File: src/hw/rtl/smsq_pkg.sv
// Shared types, constants and the duty table for the microstep sequencer.
// No dependencies; imported by every module of the block.
`timescale 1ns / 1ps
`default_nettype none

package smsq_pkg;

    localparam int unsigned POS_W   = 6;   // positions 0..63
    localparam int unsigned MODE_W  = 3;
    localparam int unsigned SCALE_W = 3;
    localparam int unsigned SPEED_W = 16;
    localparam int unsigned DUTY_W  = 10;
    localparam int unsigned CFG_W   = 16;  // widest register
    localparam int unsigned IDX_W   = 2;

    localparam logic [MODE_W-1:0]  MAX_MODE  = 3'd4;
    localparam logic [SCALE_W-1:0] MAX_SCALE = 3'd4;

    // register indexes of the config port
    localparam logic [IDX_W-1:0] REG_STEP_MODE   = 2'd0;
    localparam logic [IDX_W-1:0] REG_MOTOR_SPEED = 2'd1;
    localparam logic [IDX_W-1:0] REG_PWM_SCALE   = 2'd2;

    // one position word from the walker to the duty stage
    typedef struct packed {
        logic             valid;
        logic             last;
        logic [POS_W-1:0] pos;
    } t_walk;

    // duty table: high byte and low byte per sub-position
    function automatic logic [15:0] duty_word(input logic [3:0] idx);
        logic [15:0] w;
        case (idx)
            4'd0:    w = 16'hFF00;
            4'd1:    w = 16'hFF2E;
            4'd2:    w = 16'hFF55;
            4'd3:    w = 16'hFF77;
            4'd4:    w = 16'hFF95;
            4'd5:    w = 16'hFFB2;
            4'd6:    w = 16'hFFCC;
            4'd7:    w = 16'hFFE6;
            4'd8:    w = 16'hFFFF;
            4'd9:    w = 16'hE6FF;
            4'd10:   w = 16'hCCFF;
            4'd11:   w = 16'hB2FF;
            4'd12:   w = 16'h95FF;
            4'd13:   w = 16'h77FF;
            4'd14:   w = 16'h55FF;
            4'd15:   w = 16'h2EFF;
            default: w = 16'h0000;
        endcase
        return w;
    endfunction

endpackage

`default_nettype wire

File: src/hw/rtl/smsq_walk.sv
// Position sequencer: one shared add/subtract steps the position by the stride.
// Depends on smsq_pkg.
`timescale 1ns / 1ps
`default_nettype none

module smsq_walk (
    input  wire logic                      i_clk,
    input  wire logic                      i_rst_n,
    input  wire logic                      start,
    input  wire logic                      i_reverse,
    input  wire logic [smsq_pkg::MODE_W-1:0] i_mode,
    output logic                           busy,
    output smsq_pkg::t_walk                o_walk
);
    import smsq_pkg::*;

    typedef enum logic {
        ST_IDLE,
        ST_RUN
    } t_state;

    t_state            r_state, n_state;
    logic              r_rev, n_rev;
    logic [POS_W-1:0]  r_pos, n_pos;

    logic [POS_W-1:0]  stride;
    logic [POS_W-1:0]  end_pos;
    logic [POS_W-1:0]  step_sum;
    logic              at_end;

    // stride = 16 >> mode
    assign stride   = POS_W'(5'd16 >> i_mode);
    // shared adder: forward adds the stride, reverse subtracts it
    assign step_sum = r_rev ? (r_pos - stride) : (r_pos + stride);
    assign end_pos  = r_rev ? '0 : POS_W'(7'd64 - {2'b00, stride[4:0]});
    assign at_end   = (r_pos == end_pos);

    // sequencer
    always_comb begin
        n_state = r_state;
        n_rev   = r_rev;
        n_pos   = r_pos;
        case (r_state)
            ST_IDLE: begin
                if (start) begin
                    n_state = ST_RUN;
                    n_rev   = i_reverse;
                    n_pos   = i_reverse ? POS_W'(7'd64 - {2'b00, stride[4:0]}) : '0;
                end
            end
            ST_RUN: begin
                n_pos = step_sum;
                if (at_end) begin
                    n_state = ST_IDLE;
                end
            end
            default: n_state = ST_IDLE;
        endcase
    end

    always_ff @(posedge i_clk) begin
        if (!i_rst_n) begin
            r_state <= ST_IDLE;
            r_rev   <= 1'b0;
            r_pos   <= '0;
        end else begin
            r_state <= n_state;
            r_rev   <= n_rev;
            r_pos   <= n_pos;
        end
    end

    assign busy         = (r_state == ST_RUN);
    assign o_walk.valid = (r_state == ST_RUN);
    assign o_walk.last  = at_end;
    assign o_walk.pos   = r_pos;

endmodule

`default_nettype wire

File: src/hw/rtl/smsq_duty.sv
// Duty stage: table lookup, quarter rotation, scaling, and the output register.
// Depends on smsq_pkg.
`timescale 1ns / 1ps
`default_nettype none

module smsq_duty (
    input  wire logic                         i_clk,
    input  wire logic                         i_rst_n,
    input  wire smsq_pkg::t_walk              i_walk,
    input  wire logic [smsq_pkg::SCALE_W-1:0] i_scale,
    input  wire logic [smsq_pkg::SPEED_W-1:0] i_hold,
    output logic                              o_strobe,
    output logic [smsq_pkg::DUTY_W-1:0]       o_coil_a_duty,
    output logic [smsq_pkg::DUTY_W-1:0]       o_coil_b_duty,
    output logic [smsq_pkg::DUTY_W-1:0]       o_coil_c_duty,
    output logic [smsq_pkg::DUTY_W-1:0]       o_coil_d_duty,
    output logic [smsq_pkg::SPEED_W-1:0]      o_hold_us,
    output logic                              o_last
);
    import smsq_pkg::*;

    logic [15:0]       word;
    logic [7:0]        hi, lo;
    logic [7:0]        b [4];
    logic [DUTY_W-1:0] d [4];

    assign word = duty_word(i_walk.pos[3:0]);
    assign hi   = word[15:8];
    assign lo   = word[7:0];

    // place the two bytes by coil quarter; last quarter wraps to coil a
    always_comb begin
        b[0] = '0;
        b[1] = '0;
        b[2] = '0;
        b[3] = '0;
        case (i_walk.pos[5:4])
            2'd0: begin b[2] = lo; b[3] = hi; end
            2'd1: begin b[1] = lo; b[2] = hi; end
            2'd2: begin b[0] = lo; b[1] = hi; end
            default: begin b[0] = hi; b[3] = lo; end
        endcase
    end

    // byte times scale (at most 4) fits 10 bits
    always_comb begin
        for (int k = 0; k < 4; k++) begin
            d[k] = DUTY_W'({2'b00, b[k]} * {7'd0, i_scale});
        end
    end

    // output word register
    always_ff @(posedge i_clk) begin
        if (!i_rst_n) begin
            o_strobe <= 1'b0;
        end else begin
            o_strobe <= i_walk.valid;
        end
        o_coil_a_duty <= d[0];
        o_coil_b_duty <= d[1];
        o_coil_c_duty <= d[2];
        o_coil_d_duty <= d[3];
        o_hold_us     <= i_hold;
        o_last        <= i_walk.last;
    end

endmodule

`default_nettype wire

File: src/hw/rtl/stepper_microstep_sequencer.sv
// Top level: configuration registers, position sequencer and duty stage.
// Depends on smsq_pkg, smsq_walk, smsq_duty.
//
//  channel   | handshake               | payload
//  ----------+-------------------------+--------------------------------------
//  command   | start, busy             | i_reverse
//  result    | o_strobe                | o_coil_[a-d]_duty, o_hold_us, o_last
//  config    | i_cfg_we                | i_cfg_idx, i_cfg_data
//
// A command keeps busy high while it yields 4 << mode words (4 at full step, 64 at
// sixteenth step), one word per cycle from the position adder. The first word
// reaches the result ports through the sequencer state and output word registers;
// the last one in the first cycle with busy low, whose closing edge can take the
// next start. Reset (synchronous, active low) restores mode 4, speed 0, scale 1.
// The receiver cannot stall.
`timescale 1ns / 1ps
`default_nettype none

module stepper_microstep_sequencer (
    input  wire logic                         i_clk,
    input  wire logic                         i_rst_n,
    input  wire logic                         start,
    output logic                              busy,
    input  wire logic                         i_reverse,
    input  wire logic                         i_cfg_we,
    input  wire logic [smsq_pkg::IDX_W-1:0]   i_cfg_idx,
    input  wire logic [smsq_pkg::CFG_W-1:0]   i_cfg_data,
    output logic                              o_strobe,
    output logic [smsq_pkg::DUTY_W-1:0]       o_coil_a_duty,
    output logic [smsq_pkg::DUTY_W-1:0]       o_coil_b_duty,
    output logic [smsq_pkg::DUTY_W-1:0]       o_coil_c_duty,
    output logic [smsq_pkg::DUTY_W-1:0]       o_coil_d_duty,
    output logic [smsq_pkg::SPEED_W-1:0]      o_hold_us,
    output logic                              o_last
);
    import smsq_pkg::*;

    logic [MODE_W-1:0]  r_step_mode;
    logic [SPEED_W-1:0] r_motor_speed;
    logic [SCALE_W-1:0] r_pwm_scale;

    logic [MODE_W-1:0]  mode;
    logic [SCALE_W-1:0] scale;
    logic [SPEED_W-1:0] hold;
    t_walk              walk;

    // configuration registers; unknown indexes are ignored
    always_ff @(posedge i_clk) begin
        if (!i_rst_n) begin
            r_step_mode   <= MAX_MODE;
            r_motor_speed <= '0;
            r_pwm_scale   <= 3'd1;
        end else if (i_cfg_we) begin
            case (i_cfg_idx)
                REG_STEP_MODE:   r_step_mode   <= i_cfg_data[MODE_W-1:0];
                REG_MOTOR_SPEED: r_motor_speed <= i_cfg_data[SPEED_W-1:0];
                REG_PWM_SCALE:   r_pwm_scale   <= i_cfg_data[SCALE_W-1:0];
                default: ;
            endcase
        end
    end

    // clamp mode and scale to four
    assign mode  = (r_step_mode > MAX_MODE) ? MAX_MODE : r_step_mode;
    assign scale = (r_pwm_scale > MAX_SCALE) ? MAX_SCALE : r_pwm_scale;
    assign hold  = r_motor_speed >> mode;

    smsq_walk u_walk (
        .i_clk     (i_clk),
        .i_rst_n   (i_rst_n),
        .start     (start),
        .i_reverse (i_reverse),
        .i_mode    (mode),
        .busy      (busy),
        .o_walk    (walk)
    );

    smsq_duty u_duty (
        .i_clk         (i_clk),
        .i_rst_n       (i_rst_n),
        .i_walk        (walk),
        .i_scale       (scale),
        .i_hold        (hold),
        .o_strobe      (o_strobe),
        .o_coil_a_duty (o_coil_a_duty),
        .o_coil_b_duty (o_coil_b_duty),
        .o_coil_c_duty (o_coil_c_duty),
        .o_coil_d_duty (o_coil_d_duty),
        .o_hold_us     (o_hold_us),
        .o_last        (o_last)
    );

endmodule

`default_nettype wire
File: config.mk
export PLATFORM = sky130hd
export DESIGN_NAME = stepper_microstep_sequencer
export DESIGN_NICKNAME = d
export VERILOG_FILES = /design/src/hw/rtl/smsq_pkg.sv /design/src/hw/rtl/smsq_walk.sv /design/src/hw/rtl/smsq_duty.sv /design/src/hw/rtl/stepper_microstep_sequencer.sv
export SDC_FILE = /design/constraint.sdc
export NUM_CORES = 1
export LEC_CHECK = 0
export BUFFER_PORTS_ARGS = -buffer_cell sky130_fd_sc_hd__buf_2
export CORE_MARGIN = 5
export CORE_UTILIZATION = 63
export DETAILED_ROUTE_END_ITERATION = 12
export PLACE_DENSITY = 0.86
export SETUP_SLACK_MARGIN = 0.05
export SLEW_MARGIN = 30
export SYNTH_ARGS = -nofsm -noshare
export SYNTH_HDL_FRONTEND = slang
export SYNTH_SLANG_ARGS = --single-unit
File: constraint.sdc
create_clock -name i_clk -period 9.84 [get_ports i_clk]
set_input_delay 0.984 -clock i_clk [delete_from_list [all_inputs] [get_ports i_clk]]
set_output_delay 0.984 -clock i_clk [all_outputs]
set_load 0.02 [all_outputs]
==> impl_metrics.toml <==
[setup_path]
reg2reg_from = "u_walk.r_pos[4]"
cp-end-kind = "flop"
crit_path_start_kind = "flop"
critPathArrivalTime_ns = 4.19
timing_worst_setup_path_type = "flop to flop"
cp_data_required_time_ns = 10.11
crit_fanout = 15
critPathLaunch = "u_walk.r_pos[4]"

[synth]
synthTopCellsByCount = "nand2_1 (148), dfxtp_1 (102), inv_1 (74), ha_1 (53), o21ai_0 (34)"
avgSynthCellArea_um2 = 8.69
synth.distinct_cells = 58
yosysWarnings = 0
synth_top_area_share_pct = 31.6
netlist_area_mm2 = 0.00646
synth_edf_count = 0
async_flop_share_pct = 0
synth-seq-area-share_pct = 31.6
yosysMostFrequentCell = "nand2_1"
synth.ff_latch_count = 102
syn_inst = 743
syn_nets = 848
ys.flop_type = "dfxtp_1"
yosysTopAreaCell = "dfxtp_1"
yosys-top-cells-area = "dfxtp_1 (32%), ha_1 (10%), fa_1 (9.0%)"

[power_and_ir_drop]
intPower_mw = 0.678
comb_power_share_pct = 28.3
seq_power_share_pct = 46.4
clkPwrFrac_pct = 25.3
leakagePower_nw = 3.52
switchingPower_mw = 0.368
power.density_mw_per_mm2 = 147
power_switching_share_pct = 35.2
vdd_drop_max_v = 0.0000881

[layout]
nets = 912
antenna_cells = 0
post-route-util_pct = 70.3
drive_above_1_share_pct = 15.4
area_growth_pct = 10.4

[cts]
cts-resized-gates = 0
cts.path.max_buffers = 2
cts_root_buf = "clkbuf_8"
clock_latency_ns = 0.38
post-cts-setup-buffers = 0
cts.sinks = 102
h-tree-depth = 3
path_clk_slew_ns = 0.11
numCtsBuffers = 9
cts_tree = "built"
cts_hold_buf = 0

[floorplanning]
start_util_pct = 63.7
dieArea_mm2 = 0.0124
fp-row-count = 37
dieHeight_um = 111
core_area_mm2 = 0.0101
ios = 82
dieWidth_um = 111

[timing]
maxSlewViolCount = 0
period_share_pct = 39.8
setup_viol = 0
worstMarginPinSlew_ns = 0.782
fin_tns_setup_ns = 0
max_freq_mhz = 255
period_minus_slack_ns = 3.92
max_slew_margin_pct = 47.8
worst_hold_slack_ns = 0.475
rsz0062_at_grt = "no"
hold_viol_final = 0
fin_skew_ns = 0.00830

[routing]
vias = 5231
wire_per_inst_um = 14.4
drcViolationCount = 0
dr.pass1.iters = 5
viasPerCell = 5.52
wl_um = 13700
drtIter0Drc = 280
drtAntennaViolNets = 0

[placement]
port_buffers = 81
gp_congestion = 0.862
place_hpwl_um = 10400

[global_routing]
antenna_found_initial = 0
grt_pass1_wl_um = 23500
grt_pass1_vias = 5233
grt_max_degree = 34
grtUsageTotal_pct = 22.4
grt-ovfl-total = 0

[hold_path]
hp-start = "r_motor_speed[0]"
worst_hold_path_type = "flop to flop"

[run]
drv_cap = 0

[run_status]
status = "complete, no violations"
==> power groups by stage <==
stage	sequential (mW)	clock [mW]	combinational [mW]
6_report	0.485	0.265	0.295
2_1_floorplan	0.529	0	0.174
5_1_grt	0.490	0.291	0.332
4_1_cts	0.484	0.271	0.296
3_3_place_gp	0.492	0	0.282
3_5_place_dp	0.494	0	0.294
==> cells in the final DEF, fill, tap and decap left out, drive strengths merged, types with 3 or more instances in the layout <==
cell	instances
nand4	4
a21boi	19
mux2i	26
inv	79
nand2b	11
nand3	6
nand2	148
o21ai	34
clkbuf	10
dfxtp	102
nor2b	18
and2	15
xor2	10
buf	86
a21o	7
o211ai	3
nor2	30
and3	3
or3	3
mux2	12
mux4	4
o21bai	5
nand3b	6
a21oi	21
xnor2	18
a22o	8
nor3	4
a22oi	7
fa	29
ha	53
==> registers in the layout (all words and copies together) (netlist names), 6 cells and up <==
| signal | count |
|---|---|
| u_duty.o_hold_us | 16 |
| u_duty.o_coil_c_duty | 10 |
| u_walk.r_pos | 6 |
| u_duty.word | 14 |
| u_duty.o_coil_b_duty | 10 |
| r_motor_speed | 16 |
| u_duty.o_coil_a_duty | 10 |
| u_duty.o_coil_d_duty | 10 |
==> critical path: stages (launching register included) <==
cell	delay [ns]
dfxtp_1	0.36
inv_1	0.16
ha_1	0.50
nand2_1	0.09
o21ai_0	0.34
nand2_1	0.19
fa_1	0.48
inv_1	0.07
ha_1	0.17
inv_1	0.07
fa_1	0.42
nor2b_1	0.12
o21ai_0	0.10
a21boi_0	0.33
nor4_1	0.09
a311o_1	0.32
==> metrics by stage <==
step	instance area (um2)	power (mW)	instances	setup WS (ns)
after floorplan	6460	0.703	743	6.42
after global placement	6930	0.774	932	6.22
after detailed placement	6930	0.787	932	5.98
after CTS	7130	1.05	948	5.95
after global routing	7130	1.11	948	5.58
final	7130	1.05	948	5.92
==> layout make-up <==
cell class,instances,area (um2)
repair buffers,86,443
clock buffers,10,138
multi-input cells,533,3990
flip-flops and latches,102,2040
fillers,768,3010
inverters,75,284
clock inverters,6,61.3
well taps,136,170
==> per-layer routing <==
metal	vias up	track usage (%)	routed length, um	part of all wire (%)
met5	-	0	0	0
met4	0	7.79	258	1.9
met3	27	4.15	733	5.4
met2	155	39.2	6690	49
met1	2473	27.6	5980	44
li1	2576	-	-	-
==> path summary, 6_finish.rpt <==
kind	endpoint	slack (ns)	depth (start not counted)
worst max-delay path	u_duty.o_coil_d_duty[8]	5.92	15
worst min-delay path	r_motor_speed[0]	0.48	2
worst max register to register	u_duty.o_coil_d_duty[8]	5.92	15
worst min register to register	r_motor_speed[0]	0.48	2
==> kinds of logic after synthesis <==
| kind of cell | share of synthesized area [%] |
|---|---|
| buffers and inverters | 6.61 |
| AO/OA/AOI/OAI | 12.8 |
| XOR/XNOR | 3.80 |
| flip-flops | 31.6 |
| multiplexers | 7.52 |
| adder cells (fa/ha/maj) | 19.3 |
| AND/OR/NAND/NOR | 18.4 |
(Power assumes the default switching activity.)
